`config.mk`:
```
export PLATFORM = sky130hd
export DESIGN_NAME = stop_and_wait_firmware_sender
export DESIGN_NICKNAME = d
export VERILOG_FILES = /design/src/sws_pkg.sv /design/src/sws_front.sv /design/src/sws_back.sv /design/src/sws_out.sv /design/src/stop_and_wait_firmware_sender.sv
export SDC_FILE = /design/constraint.sdc
export NUM_CORES = 1
export LEC_CHECK = 0
export BUFFER_PORTS_ARGS = -buffer_cell sky130_fd_sc_hd__buf_4
export CORE_ASPECT_RATIO = 1.25
export CORE_MARGIN = 2
export CORE_UTILIZATION = 40
export DETAILED_ROUTE_END_ITERATION = 12
export PLACE_DENSITY_LB_ADDON = 0.05
export SETUP_SLACK_MARGIN = 0.4
export SYNTH_ARGS = -nofsm -noshare
export SYNTH_HDL_FRONTEND = slang
export SYNTH_HIERARCHICAL = 1
export SYNTH_SLANG_ARGS = --single-unit
```
`constraint.sdc`:
```
create_clock -name clk -period 8.45 [get_ports clk]
set_input_delay 0 -clock clk [delete_from_list [all_inputs] [get_ports clk]]
set_output_delay 0 -clock clk [all_outputs]
set_load 0.05 [all_outputs]
```
`src/sws_pkg.sv`:
```
`default_nettype none

package sws_pkg;

    localparam int PAYLOAD_BYTES = 64;

    localparam int FSIZE_W  = 22;
    localparam int TMO_W    = 16;
    localparam int SEQ_W    = 16;
    localparam int LEN_W    = 7;
    localparam int CRC16_W  = 16;
    localparam int CRC32_W  = 32;
    localparam int PASS_W   = 23;
    localparam int ACKS_W   = 8;
    localparam int CFG_IDX_W  = 1;
    localparam int CFG_DATA_W = 22;

    localparam logic [CFG_IDX_W-1:0] CFG_FILE_SIZE = 1'b0;
    localparam logic [CFG_IDX_W-1:0] CFG_TIMEOUT   = 1'b1;

    localparam logic [TMO_W-1:0]   TIMEOUT_RESET = 16'd1280;
    localparam logic [CRC16_W-1:0] CRC16_INIT    = 16'hFFFF;
    localparam logic [CRC16_W-1:0] CRC16_POLY    = 16'h1021;
    localparam logic [CRC32_W-1:0] CRC32_POLY    = 32'hEDB88320;
    localparam logic [LEN_W-1:0]   LEN_FULL      = LEN_W'(PAYLOAD_BYTES);

    typedef enum logic [1:0] {
        MODE_CRC_BYTE = 2'd0,
        MODE_PAY_BYTE = 2'd1,
        MODE_ACK      = 2'd2,
        MODE_TICK     = 2'd3
    } mode_t;

    typedef enum logic [2:0] {
        KIND_HEADER = 3'd0,
        KIND_RESEND = 3'd1,
        KIND_NEXT   = 3'd2,
        KIND_DONE   = 3'd3,
        KIND_CRC32  = 3'd4
    } kind_t;

    typedef enum logic [1:0] {
        PTYPE_DATA  = 2'd0,
        PTYPE_START = 2'd1,
        PTYPE_END   = 2'd2
    } ptype_t;

    typedef enum logic [1:0] {
        PH_CRC     = 2'd0,
        PH_PAYLOAD = 2'd1,
        PH_WAIT    = 2'd2,
        PH_DONE    = 2'd3
    } phase_t;

    // Classified word as it travels through the queue.
    typedef struct packed {
        mode_t            mode;
        logic [7:0]       data_byte;
        logic [SEQ_W-1:0] ack_number;
        logic             ack_good;
    } qword_t;

    typedef struct packed {
        logic [FSIZE_W-1:0] file_size;
        logic [TMO_W-1:0]   timeout_ticks;
    } cfg_t;

    typedef struct packed {
        kind_t              kind;
        logic [SEQ_W-1:0]   packet_number;
        logic [SEQ_W-1:0]   total_packets;
        logic [LEN_W-1:0]   payload_length;
        logic [CRC16_W-1:0] packet_crc;
        logic [FSIZE_W-1:0] flash_offset;
        ptype_t             packet_type;
        logic [CRC32_W-1:0] extra_word;
    } result_t;

endpackage

`default_nettype wire

```
`src/sws_front.sv`:
```
`default_nettype none

// Accept and classify input words; hold them in a two-entry queue.
module sws_front (
    input  logic                      clk,
    input  logic                      rst_n,
    input  logic                      in_valid,
    output logic                      in_stall,
    input  logic [1:0]                mode,
    input  logic [7:0]                data_byte,
    input  logic [sws_pkg::SEQ_W-1:0] ack_number,
    input  logic [sws_pkg::ACKS_W-1:0] ack_status,
    input  logic                      ack_size_ok,
    input  logic                      pop,
    output logic                      q_valid,
    output sws_pkg::qword_t           q_word
);

    sws_pkg::qword_t ent_reg [2];
    sws_pkg::qword_t word_in;
    logic            wr_ptr_reg, wr_ptr_next;
    logic            rd_ptr_reg, rd_ptr_next;
    logic [1:0]      count_reg, count_next;
    logic            push;
    logic            do_pop;

    always_comb
    begin
        word_in.mode       = sws_pkg::mode_t'(mode);
        word_in.data_byte  = data_byte;
        word_in.ack_number = ack_number;
        // only a well-sized, clean acknowledge can ever match
        word_in.ack_good   = ack_size_ok && (ack_status == '0);
    end

    assign in_stall = (count_reg == 2'd2);
    assign q_valid  = (count_reg != 2'd0);
    assign q_word   = ent_reg[rd_ptr_reg];
    assign push     = in_valid && !in_stall;
    assign do_pop   = pop && q_valid;

    always_comb
    begin
        wr_ptr_next = push ? ~wr_ptr_reg : wr_ptr_reg;
        rd_ptr_next = do_pop ? ~rd_ptr_reg : rd_ptr_reg;
        count_next  = count_reg + 2'(push) - 2'(do_pop);
    end

    always_ff @(posedge clk or negedge rst_n)
    begin
        if (!rst_n)
        begin
            wr_ptr_reg <= 1'b0;
            rd_ptr_reg <= 1'b0;
            count_reg  <= 2'd0;
        end
        else
        begin
            wr_ptr_reg <= wr_ptr_next;
            rd_ptr_reg <= rd_ptr_next;
            count_reg  <= count_next;
        end
    end

    always_ff @(posedge clk)
    begin
        if (push)
        begin
            ent_reg[wr_ptr_reg] <= word_in;
        end
    end

endmodule

`default_nettype wire

```
`src/sws_back.sv`:
```
`default_nettype none

// Carry out one queued word per cycle when the output is ready: CRC folds, framing, ack and timeout.
module sws_back (
    input  logic                 clk,
    input  logic                 rst_n,
    input  sws_pkg::cfg_t        cfg,
    input  logic                 q_valid,
    input  sws_pkg::qword_t      q_word,
    output logic                 pop,
    input  logic                 res_ready,
    output logic                 res_load,
    output sws_pkg::result_t     res
);

    function automatic logic [sws_pkg::CRC32_W-1:0] crc32_byte(
        input logic [sws_pkg::CRC32_W-1:0] crc,
        input logic [7:0]                  b
    );
        logic [sws_pkg::CRC32_W-1:0] c;
        int j;
        c = ~crc ^ {24'b0, b};
        for (j = 0; j < 8; j++)
        begin
            c = (c >> 1) ^ (sws_pkg::CRC32_POLY & {sws_pkg::CRC32_W{c[0]}});
        end
        return ~c;
    endfunction

    function automatic logic [sws_pkg::CRC16_W-1:0] crc16_byte(
        input logic [sws_pkg::CRC16_W-1:0] crc,
        input logic [7:0]                  b
    );
        logic [sws_pkg::CRC16_W-1:0] c;
        int j;
        c = crc ^ {b, 8'b0};
        for (j = 0; j < 8; j++)
        begin
            c = c[15] ? ((c << 1) ^ sws_pkg::CRC16_POLY) : (c << 1);
        end
        return c;
    endfunction

    function automatic logic [sws_pkg::LEN_W-1:0] length_for(
        input logic [sws_pkg::SEQ_W-1:0]   s,
        input logic [sws_pkg::SEQ_W-1:0]   cnt,
        input logic [sws_pkg::FSIZE_W-1:0] fs
    );
        logic [sws_pkg::LEN_W-1:0] rem;
        rem = sws_pkg::LEN_W'(fs % sws_pkg::PAYLOAD_BYTES);
        if (cnt != '0 && s == cnt - 16'd1 && rem != '0)
        begin
            return rem;
        end
        return sws_pkg::LEN_FULL;
    endfunction

    // Build a packet-bearing result: offset, type and extra word follow s.
    function automatic sws_pkg::result_t pkt_result(
        input sws_pkg::kind_t              k,
        input logic [sws_pkg::SEQ_W-1:0]   s,
        input logic [sws_pkg::SEQ_W-1:0]   cnt,
        input logic [sws_pkg::FSIZE_W-1:0] fs,
        input logic [sws_pkg::CRC32_W-1:0] fcrc,
        input logic [sws_pkg::LEN_W-1:0]   len,
        input logic [sws_pkg::CRC16_W-1:0] crc
    );
        sws_pkg::result_t r;
        sws_pkg::ptype_t  t;
        if (s == '0)
        begin
            t = sws_pkg::PTYPE_START;
        end
        else if (cnt != '0 && s == cnt - 16'd1)
        begin
            t = sws_pkg::PTYPE_END;
        end
        else
        begin
            t = sws_pkg::PTYPE_DATA;
        end
        r.kind           = k;
        r.packet_number  = s;
        r.total_packets  = cnt;
        r.payload_length = len;
        r.packet_crc     = crc;
        r.flash_offset   = sws_pkg::FSIZE_W'(32'(s) * sws_pkg::PAYLOAD_BYTES);
        r.packet_type    = t;
        if (t == sws_pkg::PTYPE_START)
        begin
            r.extra_word = sws_pkg::CRC32_W'(fs);
        end
        else if (t == sws_pkg::PTYPE_END)
        begin
            r.extra_word = fcrc;
        end
        else
        begin
            r.extra_word = '0;
        end
        return r;
    endfunction

    sws_pkg::phase_t               phase_reg, phase_next;
    logic [sws_pkg::SEQ_W-1:0]     seq_reg, seq_next;
    logic [sws_pkg::SEQ_W-1:0]     count_reg, count_next;
    logic [sws_pkg::CRC32_W-1:0]   fcrc_reg, fcrc_next;
    logic [sws_pkg::PASS_W-1:0]    pass_reg, pass_next;
    logic [sws_pkg::LEN_W-1:0]     pay_reg, pay_next;
    logic [sws_pkg::LEN_W-1:0]     len_reg, len_next;
    logic [sws_pkg::CRC16_W-1:0]   crc16_reg, crc16_next;
    logic [sws_pkg::TMO_W-1:0]     wait_reg, wait_next;

    logic                          fire;
    logic [sws_pkg::CRC32_W-1:0]   crc32_upd, crc32_new;
    logic [sws_pkg::CRC16_W-1:0]   crc16_upd;
    logic [sws_pkg::PASS_W-1:0]    pass_new;
    logic [16:0]                   n_raw;
    logic [sws_pkg::SEQ_W-1:0]     count_calc;
    logic [sws_pkg::LEN_W-1:0]     pay_inc;
    logic [sws_pkg::SEQ_W-1:0]     seq_inc;
    logic [sws_pkg::TMO_W-1:0]     wait_inc;
    logic                          crc_fold, crc_end, empty_done;
    logic                          pay_fold, pay_last;
    logic                          ack_hit, ack_done, ack_next, tick, tmo;

    assign fire = q_valid && res_ready;
    assign pop  = fire;

    // Shared datapath and event classification against the current phase.
    always_comb
    begin
        crc32_upd  = crc32_byte(fcrc_reg, q_word.data_byte);
        crc16_upd  = crc16_byte(crc16_reg, q_word.data_byte);
        pay_inc    = pay_reg + 7'd1;
        seq_inc    = seq_reg + 16'd1;
        wait_inc   = wait_reg + 16'd1;
        n_raw      = 17'(cfg.file_size / sws_pkg::PAYLOAD_BYTES)
                   + 17'((cfg.file_size % sws_pkg::PAYLOAD_BYTES) != 0);
        count_calc = n_raw[16] ? 16'hFFFF : n_raw[15:0];

        crc_fold   = (phase_reg == sws_pkg::PH_CRC)
                   && (pass_reg < {1'b0, cfg.file_size})
                   && (q_word.mode == sws_pkg::MODE_CRC_BYTE);
        pass_new   = crc_fold ? pass_reg + 23'd1 : pass_reg;
        crc32_new  = crc_fold ? crc32_upd : fcrc_reg;
        crc_end    = (phase_reg == sws_pkg::PH_CRC) && (pass_new >= {1'b0, cfg.file_size});

        empty_done = (phase_reg == sws_pkg::PH_PAYLOAD) && (seq_reg >= count_reg);
        pay_fold   = (phase_reg == sws_pkg::PH_PAYLOAD) && !empty_done
                   && (q_word.mode == sws_pkg::MODE_PAY_BYTE);
        pay_last   = pay_fold && (pay_inc >= len_reg);

        ack_hit    = (phase_reg == sws_pkg::PH_WAIT) && (q_word.mode == sws_pkg::MODE_ACK)
                   && q_word.ack_good && (q_word.ack_number == seq_reg);
        ack_done   = ack_hit && (seq_inc >= count_reg);
        ack_next   = ack_hit && !ack_done;
        tick       = (phase_reg == sws_pkg::PH_WAIT) && (q_word.mode == sws_pkg::MODE_TICK);
        tmo        = tick && ((wait_inc >= cfg.timeout_ticks) || (wait_inc == '0));
    end

    // Next state.
    always_comb
    begin
        phase_next = phase_reg;
        seq_next   = seq_reg;
        count_next = count_reg;
        fcrc_next  = fcrc_reg;
        pass_next  = pass_reg;
        pay_next   = pay_reg;
        len_next   = len_reg;
        crc16_next = crc16_reg;
        wait_next  = wait_reg;
        if (fire)
        begin
            case (phase_reg)
                sws_pkg::PH_CRC:
                begin
                    fcrc_next = crc32_new;
                    pass_next = pass_new;
                    if (crc_end)
                    begin
                        count_next = count_calc;
                        seq_next   = '0;
                        pay_next   = '0;
                        crc16_next = sws_pkg::CRC16_INIT;
                        len_next   = length_for('0, count_calc, cfg.file_size);
                        wait_next  = '0;
                        phase_next = sws_pkg::PH_PAYLOAD;
                    end
                end
                sws_pkg::PH_PAYLOAD:
                begin
                    if (empty_done)
                    begin
                        phase_next = sws_pkg::PH_DONE;
                    end
                    else if (pay_fold)
                    begin
                        crc16_next = crc16_upd;
                        pay_next   = pay_inc;
                        if (pay_last)
                        begin
                            wait_next  = '0;
                            phase_next = sws_pkg::PH_WAIT;
                        end
                    end
                end
                sws_pkg::PH_WAIT:
                begin
                    if (ack_done)
                    begin
                        seq_next   = seq_inc;
                        phase_next = sws_pkg::PH_DONE;
                    end
                    else if (ack_next || tmo)
                    begin
                        // restart framing; a resend keeps the sequence
                        seq_next   = ack_next ? seq_inc : seq_reg;
                        pay_next   = '0;
                        crc16_next = sws_pkg::CRC16_INIT;
                        len_next   = length_for(ack_next ? seq_inc : seq_reg, count_reg,
                                                cfg.file_size);
                        wait_next  = '0;
                        phase_next = sws_pkg::PH_PAYLOAD;
                    end
                    else if (tick)
                    begin
                        wait_next = wait_inc;
                    end
                end
                default:
                begin
                    phase_next = phase_reg;
                end
            endcase
        end
    end

    // Result word.
    always_comb
    begin
        res_load = 1'b0;
        res      = '0;
        if (crc_end)
        begin
            res_load          = fire;
            res.kind          = sws_pkg::KIND_CRC32;
            res.total_packets = count_calc;
            res.extra_word    = crc32_new;
        end
        else if (empty_done || ack_done)
        begin
            res_load          = fire;
            res.kind          = sws_pkg::KIND_DONE;
            res.packet_number = ack_done ? seq_inc : seq_reg;
            res.total_packets = count_reg;
        end
        else if (pay_last)
        begin
            res_load = fire;
            res      = pkt_result(sws_pkg::KIND_HEADER, seq_reg, count_reg, cfg.file_size,
                                  fcrc_reg, len_reg, crc16_upd);
        end
        else if (ack_next)
        begin
            res_load = fire;
            res      = pkt_result(sws_pkg::KIND_NEXT, seq_inc, count_reg, cfg.file_size,
                                  fcrc_reg, length_for(seq_inc, count_reg, cfg.file_size),
                                  '0);
        end
        else if (tmo)
        begin
            res_load = fire;
            res      = pkt_result(sws_pkg::KIND_RESEND, seq_reg, count_reg, cfg.file_size,
                                  fcrc_reg, length_for(seq_reg, count_reg, cfg.file_size),
                                  '0);
        end
    end

    always_ff @(posedge clk or negedge rst_n)
    begin
        if (!rst_n)
        begin
            phase_reg <= sws_pkg::PH_CRC;
            seq_reg   <= '0;
            count_reg <= '0;
            fcrc_reg  <= '0;
            pass_reg  <= '0;
            pay_reg   <= '0;
            len_reg   <= '0;
            crc16_reg <= sws_pkg::CRC16_INIT;
            wait_reg  <= '0;
        end
        else
        begin
            phase_reg <= phase_next;
            seq_reg   <= seq_next;
            count_reg <= count_next;
            fcrc_reg  <= fcrc_next;
            pass_reg  <= pass_next;
            pay_reg   <= pay_next;
            len_reg   <= len_next;
            crc16_reg <= crc16_next;
            wait_reg  <= wait_next;
        end
    end

endmodule

`default_nettype wire

```
`src/sws_out.sv`:
```
`default_nettype none

// Output register: hold a result word until the sink takes it.
module sws_out (
    input  logic             clk,
    input  logic             rst_n,
    input  logic             load,
    input  sws_pkg::result_t res_in,
    output logic             ready,
    output logic             out_valid,
    input  logic             out_stall,
    output sws_pkg::result_t res_out
);

    logic             valid_reg, valid_next;
    sws_pkg::result_t data_reg;

    assign ready     = !valid_reg || !out_stall;
    assign out_valid = valid_reg;
    assign res_out   = data_reg;

    always_comb
    begin
        valid_next = ready ? load : valid_reg;
    end

    always_ff @(posedge clk or negedge rst_n)
    begin
        if (!rst_n)
        begin
            valid_reg <= 1'b0;
        end
        else
        begin
            valid_reg <= valid_next;
        end
    end

    always_ff @(posedge clk)
    begin
        if (ready && load)
        begin
            data_reg <= res_in;
        end
    end

endmodule

`default_nettype wire

```
`src/stop_and_wait_firmware_sender.sv`:
```
`default_nettype none

// Stop-and-wait image sender. Feed one word per clock: first the image bytes
// (mode 0) for the CRC-32 pass, which ends in a crc32-ready result; then per
// packet the payload bytes (mode 1), which end in a header-ready result with
// the CRC-16/CCITT, offset, length, type and extra word; then acknowledges
// (mode 2) and timer ticks (mode 3), which give next-packet, resend or
// complete. Words that do not fit the current phase are dropped without a
// result. Throughput is one input word per clock while the output is not
// stalled, set by the back end, which retires one queued word per cycle
// with a bytewise CRC update whenever the output register can take a result.
// An accepted word lands in the two-word input queue, and the back end loads
// its result into the output register when it takes the word from the queue.
// in_stall rises only when the queue is full, which happens only while the
// output register is held by out_stall. Write file_size and timeout_ticks
// only while the block is idle; a timeout of 0 behaves as 1.
module stop_and_wait_firmware_sender (
    input  logic                           clk,
    input  logic                           rst_n,

    input  logic                           cfg_write,
    input  logic [sws_pkg::CFG_IDX_W-1:0]  cfg_index,
    input  logic [sws_pkg::CFG_DATA_W-1:0] cfg_data,

    input  logic                           in_valid,
    output logic                           in_stall,
    input  logic [1:0]                     mode,
    input  logic [7:0]                     data_byte,
    input  logic [sws_pkg::SEQ_W-1:0]      ack_number,
    input  logic [sws_pkg::ACKS_W-1:0]     ack_status,
    input  logic                           ack_size_ok,

    output logic                           out_valid,
    input  logic                           out_stall,
    output logic [2:0]                     kind,
    output logic [sws_pkg::SEQ_W-1:0]      packet_number,
    output logic [sws_pkg::SEQ_W-1:0]      total_packets,
    output logic [sws_pkg::LEN_W-1:0]      payload_length,
    output logic [sws_pkg::CRC16_W-1:0]    packet_crc,
    output logic [sws_pkg::FSIZE_W-1:0]    flash_offset,
    output logic [1:0]                     packet_type,
    output logic [sws_pkg::CRC32_W-1:0]    extra_word
);

    logic [sws_pkg::FSIZE_W-1:0] fsize_reg, fsize_next;
    logic [sws_pkg::TMO_W-1:0]   tmo_reg, tmo_next;
    sws_pkg::cfg_t               cfg;

    logic                        q_valid;
    sws_pkg::qword_t             q_word;
    logic                        pop;
    logic                        res_ready;
    logic                        res_load;
    sws_pkg::result_t            res;
    sws_pkg::result_t            res_out;

    // Configuration registers.
    always_comb
    begin
        fsize_next = fsize_reg;
        tmo_next   = tmo_reg;
        if (cfg_write)
        begin
            case (cfg_index)
                sws_pkg::CFG_FILE_SIZE: fsize_next = cfg_data;
                sws_pkg::CFG_TIMEOUT:   tmo_next   = cfg_data[sws_pkg::TMO_W-1:0];
                default:                tmo_next   = tmo_reg;
            endcase
        end
    end

    always_ff @(posedge clk or negedge rst_n)
    begin
        if (!rst_n)
        begin
            fsize_reg <= '0;
            tmo_reg   <= sws_pkg::TIMEOUT_RESET;
        end
        else
        begin
            fsize_reg <= fsize_next;
            tmo_reg   <= tmo_next;
        end
    end

    assign cfg.file_size     = fsize_reg;
    assign cfg.timeout_ticks = tmo_reg;

    // Front end: classify and queue.
    sws_front u_front (
        .clk         (clk),
        .rst_n       (rst_n),
        .in_valid    (in_valid),
        .in_stall    (in_stall),
        .mode        (mode),
        .data_byte   (data_byte),
        .ack_number  (ack_number),
        .ack_status  (ack_status),
        .ack_size_ok (ack_size_ok),
        .pop         (pop),
        .q_valid     (q_valid),
        .q_word      (q_word)
    );

    // Back end: advance the transfer state one word per cycle while the output is ready.
    sws_back u_back (
        .clk       (clk),
        .rst_n     (rst_n),
        .cfg       (cfg),
        .q_valid   (q_valid),
        .q_word    (q_word),
        .pop       (pop),
        .res_ready (res_ready),
        .res_load  (res_load),
        .res       (res)
    );

    // Output register toward the sink.
    sws_out u_out (
        .clk       (clk),
        .rst_n     (rst_n),
        .load      (res_load),
        .res_in    (res),
        .ready     (res_ready),
        .out_valid (out_valid),
        .out_stall (out_stall),
        .res_out   (res_out)
    );

    assign kind           = res_out.kind;
    assign packet_number  = res_out.packet_number;
    assign total_packets  = res_out.total_packets;
    assign payload_length = res_out.payload_length;
    assign packet_crc     = res_out.packet_crc;
    assign flash_offset   = res_out.flash_offset;
    assign packet_type    = res_out.packet_type;
    assign extra_word     = res_out.extra_word;

endmodule

`default_nettype wire

```
==> results of run 1 <==
==> synthesized netlist by cell type (all sizes together), types with 25 or more instances <==
| master | n | area share |
|---|---|---|
| nor3 | 46 | 0.011 |
| edfxtp | 168 | 0.24 |
| mux2 | 73 | 0.044 |
| ha | 112 | 0.065 |
| o21ai | 127 | 0.030 |
| nor2 | 214 | 0.037 |
| xnor2 | 164 | 0.067 |
| dfrtp | 160 | 0.19 |
| buf | 28 | 0.0098 |
| o31ai | 25 | 0.0087 |
| xor2 | 83 | 0.034 |
| nand3 | 64 | 0.015 |
| a31oi | 41 | 0.012 |
| nor4 | 39 | 0.013 |
| a21oi | 104 | 0.025 |
| nand4 | 37 | 0.011 |
| clkbuf | 97 | 0.017 |
| inv | 98 | 0.017 |
| nand2 | 153 | 0.027 |
==> worst max-delay path, stage by stage (launching register included) <==
cell and delay, ns:
dfrtp_1 0.41, inv_1 0.10, ha_1 0.39, nand2b_1 0.22, nor4b_1 0.27, a21boi_0 0.30
nand3_1 0.13, or3_1 0.44, nor4_1 0.88, nand3_1 0.19, xnor2_1 0.17, ha_1 0.32
nand4_1 0.13, nor3_1 0.39, o211ai_1 0.17, a31oi_1 0.21, a21o_1 0.25, o21ai_4 0.08
clkinv_1 0.06, buf_4 0.41, nor2_1 0.15, a31oi_1 0.35, a21boi_4 0.37, buf_12 0.34
==> metal layers <==
layer | GRT usage | vias up | routed length (um)
met1 | 0.317 | 8652 | 29600
met3 | 0.0324 | 124 | 3180
met2 | 0.479 | 522 | 38300
li1 | - | 8218 | -
met5 | 0 | - | 0
met4 | 0.100 | 0 | 2890
==> cell usage in the layout, fill, tap and decap left out, types with 8 or more instances in the layout <==
master | synthesis | routed
o2bb2ai_1 | 9 | 9
nor4_1 | 36 | 36
nand2_1 | 151 | 151
edfxtp_1 | 168 | 168
clkbuf_16 | 0 | 41
o31a_1 | 10 | 10
nor3_1 | 46 | 46
a21oi_1 | 103 | 103
a31oi_1 | 41 | 41
dfstp_2 | 18 | 18
and4_1 | 9 | 9
o31ai_1 | 25 | 25
nand3_1 | 64 | 64
mux2_4 | 30 | 30
and2_1 | 14 | 14
o211ai_1 | 13 | 13
or2_2 | 9 | 9
or4_1 | 11 | 11
nor2_1 | 214 | 213
mux2_2 | 43 | 43
o21a_1 | 8 | 8
xnor2_1 | 164 | 164
buf_4 | 7 | 221
a21o_1 | 14 | 14
dfrtp_1 | 160 | 160
inv_1 | 98 | 98
dlygate4sd3_1 | 0 | 65
nand4_1 | 37 | 37
nand2b_1 | 22 | 21
a211oi_1 | 8 | 8
xor2_1 | 83 | 83
and3_1 | 23 | 23
clkbuf_1 | 97 | 11
a221o_1 | 24 | 24
or3_1 | 21 | 21
o21ai_0 | 125 | 125
a22o_1 | 15 | 15
ha_1 | 112 | 112
==> worst paths after layout <==
check / slack (ns) / end / start / cells after the start
max: 1.20 / u_out/res_out[4]$_DFFE_PP_ / u_back/phase_reg[0]$_DFFE_PN0P_ / 23
min: 0.003 / u_back/seq_reg[13]$_DFFE_PN0P_ / rst_n / 2
max reg2reg: 1.20 / u_out/res_out[4]$_DFFE_PP_ / u_back/phase_reg[0]$_DFFE_PN0P_ / 23
min reg2reg: 0.51 / u_back/crc16_reg[0]$_DFFE_PN1P_ / u_back/crc16_reg[0]$_DFFE_PN1P_ / 2
max in group asynchronous: 6.95 / u_back/fcrc_reg[4]$_DFFE_PN0P_ / rst_n / 3
min in group clk: 0.18 / u_front/ent_reg[0][2]$_DFFE_PP_ / ack_number[1] / 2
==> through the flow <==
stage,power (W),std cells,setup slack [ns],area [um^2]
floorplan,0.00447,2161,1.35,21500
global placement,0.00537,2932,1.54,23500
detailed placement,0.00538,2932,1.32,23500
CTS,0.00713,3068,1.29,25400
global route,0.00748,3068,0.895,25400
finish,0.00709,3068,1.20,25400
==> cells by family (layout without fill, tap and decap cells) <==
kind of cell,count (synthesis),count (layout),synth area share
AND/OR/NAND/NOR,692,692,0.160
other,1,6,0.000175
flip-flops,346,346,0.444
adder cells (fa/ha/maj),112,112,0.0653
multiplexers,78,78,0.0459
buffers and inverters,224,459,0.0441
XOR/XNOR,249,249,0.103
AO/OA/AOI/OAI,454,454,0.138
==> report_power, final <==
group	switching [W]	internal, W
clock	0.000722	0.000967
combinational	0.00194	0.00120
sequential	0.000237	0.00203
total	0.00290	0.00419
==> layout make-up <==
type                    count  area [um^2]
flip-flops and latches    346         9520
inverters                  99          372
multi-input cells        1591        11100
repair buffers            289         2360
fillers                  4979        27400
well taps                 672          841
clock inverters            14          106
clock buffers              57         1140
==> repair_timing <==
item	in CTS	in global routing
hold endpoints to repair	156	0
gates resized for setup	0	0
hold buffers	65	0
==> metrics.md, run 1 <==
| Metric | Value |
|---|---|
| Outcome | `finished, final reports clean` |
| Root Buffer Master | `clkbuf_16` |
| Worst-path maximum fanout | `74` |
| First-pass GRT wire length | `110000 um` |
| Clk_lat worst skew | `0.57 ns` |
| Starting Density | `0.407` |
| Register area share after synthesis | `0.444` |
| Kind of end point of the critical path | `register` |
| Yosys Warn Count | `6` |
| Share of cells above drive strength 1 | `0.169` |
| GP Congestion | `0.948` |
| CP Launch Type | `register` |
| Peak Freq | `138 MHz` |
| Fin crit share | `0.857` |
| Synth Area per Inst | `9.96 um^2` |
| WL final | `74000 um` |
| Number of global-route vias before repair | `17500` |
| Setup TNS | `0 ns` |
| Routed Antenna Nets | `0` |
| EDFF count, synth | `168` |
| Max Cap Viol | `0` |
| Peak VDD IR | `0.000236 V` |
| Crit Path Class | `reg -> reg` |
| Drt via density | `5.71` |
| RSZ-0062 raised after global routing | `no` |
| Maximum clock path buffer count | `3` |
| Setup Skew | `0.0196 ns` |
| P&R area growth vs syn | `18.3%` |
| Routed len/inst | `24.1 um` |
| CTS H-tree depth | `2` |
| Mapped cell area | `21500 um^2` |
| Slew HR | `0.189` |
| Final setup vio count | `0` |
| DIE HEIGHT | `263 um` |
| Initial antenna violation count | `0` |
| Fin. Hold Viols | `0` |
| WHS | `0.00305 ns` |
| Nets | `2541` |
| Antenna cells | `0` |
| Post-synth cell types | `88` |
| Number of CTS-inserted buffers | `39` |
| Synthesized flop and latch total | `346` |
| Initial DRC count | `1358` |
| DIE WIDTH | `211 um` |
| Sink Count | `346` |
| Syn Inst Count | `2156` |
| Slew @ Worst Pin | `1.21 ns` |
| Top Ports | `179` |
| Routed vias | `17500` |
| WP data required | `8.64 ns` |
| CTS clk-pin slew, worst paths | `0.06 ns` |
| All-Layer GR Usage | `0.264` |
| PortBufs | `178` |
| Die footprint | `55500 um^2` |
| Main synth FF type | `edfxtp_1` |
| Slew Viols, Final | `0` |
| Final Util | `0.481` |
| CTS tree | `built` |
| DRC viols | `0` |
| Max reg flops | `114` |
| Power per cell area | `279 nW/um^2` |
| Arr. time, crit path | `7.44 ns` |
| Total grt overflow | `0` |
| Leak | `10.6 nW` |
| Largest net degree at the start of global routing | `75` |
| Detailed placer's ending HPWL | `55500 um` |
| Fin crit period | `7.25 ns` |
| Post-synth ARST share | `0.514` |
| Min-Delay Path Class | `in -> async` |
| Std-Cell Rows | `94` |
| Core area | `52800 um^2` |
| Post-CTS setup buffer count | `0` |
| Drt pass-1 iters | `6` |
(Power assumes the default switching activity.)
==> run 2: changes to the inputs <==
--- a/config.mk
+++ b/config.mk
@@ -12,5 +12,5 @@
 export DETAILED_ROUTE_END_ITERATION = 12
 export PLACE_DENSITY_LB_ADDON = 0.05
-export SETUP_SLACK_MARGIN = 0.4
+export SETUP_SLACK_MARGIN = 0.2
 export SYNTH_ARGS = -nofsm -noshare
 export SYNTH_HDL_FRONTEND = slang
==> constraint.sdc (replaced) <==
create_clock -name clk -period 8.45 [get_ports clk]
set_input_delay 1.2675 -clock clk [delete_from_list [all_inputs] [get_ports clk]]
set_output_delay 1.2675 -clock clk [all_outputs]
set_load 0.05 [all_outputs]
==> run 2 against run 1 <==
  * Count of clock-buffer cells in the layout did not move
  * Power fell by 0.57%
  * Register-to-register slack barely moved
  * Critical path type unchanged
  * Critical endpoint is now u_out/res_out[8]$_DFFE_PP_
==> metrics.md, run 2 (synthesis gave the netlist of run 1 again) <==
| Metric | Value |
|---|---|
| Initial antenna violation count | `0` |
| Setup TNS | `0 ns` |
| Min-Delay Path Class | `reg -> reg` |
| Power per cell area | `285 nW/um^2` |
| Share of cells above drive strength 1 | `0.174` |
| GP Congestion | `0.948` |
| All-Layer GR Usage | `0.263` |
| Reg2reg setup slack | `1.21 ns` |
| Initial DRC count | `1330` |
| Core area | `52800 um^2` |
| Worst R2R Start | `u_back/phase_reg[1]$_DFFE_PN0P_` |
| PortBufs | `178` |
| Worst path max stage delay | `0.88 ns` |
| Final Util | `0.469` |
| Kind of end point of the critical path | `register` |
| Most frequent cells in the layout | `221 x buf_4, 213 x nor2_1, 168 x edfxtp_1` |
| RR Endpoint | `u_out/res_out[8]$_DFFE_PP_` |
| CTS H-tree depth | `2` |
| Leak | `10.3 nW` |
| Peak VDD IR | `0.000235 V` |
| Peak Freq | `138 MHz` |
| Largest net degree at the start of global routing | `75` |
| Max reg flops | `114` |
| Fin crit period | `7.24 ns` |
| Routed Antenna Nets | `0` |
| CTS clk-pin slew, worst paths | `0.06 ns` |
| Most common cell after layout, fill and taps aside | `buf_4` |
| Final setup vio count | `0` |
| R2R cell count | `23` |
| CTS tree | `built` |
| Fin. Hold Viols | `0` |
| Arr. time, crit path | `7.44 ns` |
| Area after DPL | `23500 um^2` |
| HP Start | `tmo_reg[2]$_DFFE_PN0P_` |
| Crit Path Class | `reg -> reg` |
| Hold-fix buffers, CTS | `0` |
| DIE HEIGHT | `263 um` |
| Antenna cells | `0` |
| Clk_lat worst skew | `0.57 ns` |
| Starting Density | `0.407` |
| Slew Viols, Final | `0` |
| Detailed placer's ending HPWL | `55500 um` |
| Hold Crit Endpoint | `tmo_reg[2]$_DFFE_PN0P_` |
| WP data required | `8.65 ns` |
| DIE WIDTH | `211 um` |
| Setup Skew | `0.0214 ns` |
| Drt via density | `5.75` |
| Sink Count | `346` |
| Fillcell total | `5036` |
| Routed vias | `17300` |
| Root Buffer Master | `clkbuf_16` |
| Std-Cell Rows | `94` |
| Post-cts sizing count | `0` |
| Routed len/inst | `24.5 um` |
| Maximum clock path buffer count | `3` |
| WL final | `73600 um` |
| Slew @ Worst Pin | `1.23 ns` |
| Total grt overflow | `0` |
| Drt pass-1 iters | `6` |
| Top Ports | `179` |
| Fin crit share | `0.857` |
| WHS Path Cells | `1` |
| Slew HR | `0.173` |
| Cell Chain, Critical Path | `inv_1 -> ha_1 -> nand2b_1 -> nor4b_1 -> a21boi_0 -> nand3_1 -> or3_1 -> nor4_1 -> nand3_1 -> xnor2_1 -> ha_1 -> nand4_1 -> nor3_1 -> o211ai_1 -> a31oi_1 -> a21o_1 -> o21ai_4 -> clkinv_1 -> buf_4 -> nor2_1 -> a31oi_1 -> a21boi_4 -> buf_12` |
| CP max-delay cell | `nor4_1` |
| Max Cap Viol | `0` |
| P&R area growth vs syn | `15.3%` |
| RSZ-0062 raised after global routing | `no` |
| Number of global-route vias before repair | `17100` |
| Die footprint | `55500 um^2` |
| First-pass GRT wire length | `110000 um` |
| CP Launch Type | `register` |
| Worst-path maximum fanout | `74` |
| Outcome | `finished, final reports clean` |
| Post-CTS setup buffer count | `0` |
| Nets | `2476` |
| Design area | `24700 um^2` |
| Number of CTS-inserted buffers | `39` |
| DRC viols | `0` |
## run 2: critical path, delay by kind of cell (launching register included)
kind                       cells  cell delay (ns)
AOI/OAI and AO/OA              7             1.69
xor gates and xnor gates       1             0.17
adders and majority gates      2             0.72
buffers and inverters          4             0.93
DFF                            1             0.40
and+or+nand+nor                9             2.84
## run 2: report_power, final
part	internal, W	leakage, nW	switching (W)	total, W
logic	0.00117	5.93	0.00193	0.00310
clock network	0.000966	0.605	0.000717	0.00168
registers	0.00203	3.77	0.000237	0.00226
total	0.00417	10.3	0.00288	0.00705
## run 2: per-layer routing
layer  GRT usage  wire length [um]  up-vias
met5           0                 0        -
met4      0.0990              2920        0
met3      0.0330              3330      126
met2       0.474             37900      523
met1       0.316             29400     8540
li1            -                 -     8084
## run 2: worst max path at each step
stage / start / cells past startpoint / slack (ns) / endpoint
2_1_floorplan: u_front/rd_ptr_reg$_DFFE_PN0P_ / 23 / 1.35 / u_out/res_out[0]$_DFFE_PP_
3_3_place_gp: u_back/phase_reg[1]$_DFFE_PN0P_ / 23 / 1.54 / u_out/res_out[63]$_DFFE_PP_
3_5_place_dp: u_back/phase_reg[0]$_DFFE_PN0P_ / 23 / 1.32 / u_out/res_out[60]$_DFFE_PP_
4_1_cts: u_back/phase_reg[0]$_DFFE_PN0P_ / 23 / 1.29 / u_out/res_out[60]$_DFFE_PP_
5_1_grt: u_back/phase_reg[0]$_DFFE_PN0P_ / 23 / 0.89 / u_out/res_out[0]$_DFFE_PP_
6_report: u_back/phase_reg[1]$_DFFE_PN0P_ / 23 / 1.21 / u_out/res_out[8]$_DFFE_PP_
## run 2: per-stage QoR
step / instances / setup WS [ns] / hold WS, ns / total power [W]
floorplan: 2161 / 1.35 / 0.461 / 0.00447
global placement: 2932 / 1.54 / 0.492 / 0.00537
detailed placement: 2932 / 1.32 / 0.495 / 0.00538
CTS: 3003 / 1.29 / 0.509 / 0.00710
global route: 3003 / 0.895 / 0.527 / 0.00744
finish: 3003 / 1.21 / 0.504 / 0.00705
## run 2: cell type report
cell class	instances	area [um^2]	share of cell area
clock buffers	57	1140	0.0459
clock inverters	14	106	0.00430
inverters	99	372	0.0150
multi-input cells	1591	11100	0.447
flip-flops and latches	346	9520	0.385
well taps	672	841	0.0340
repair buffers	224	1710	0.0691
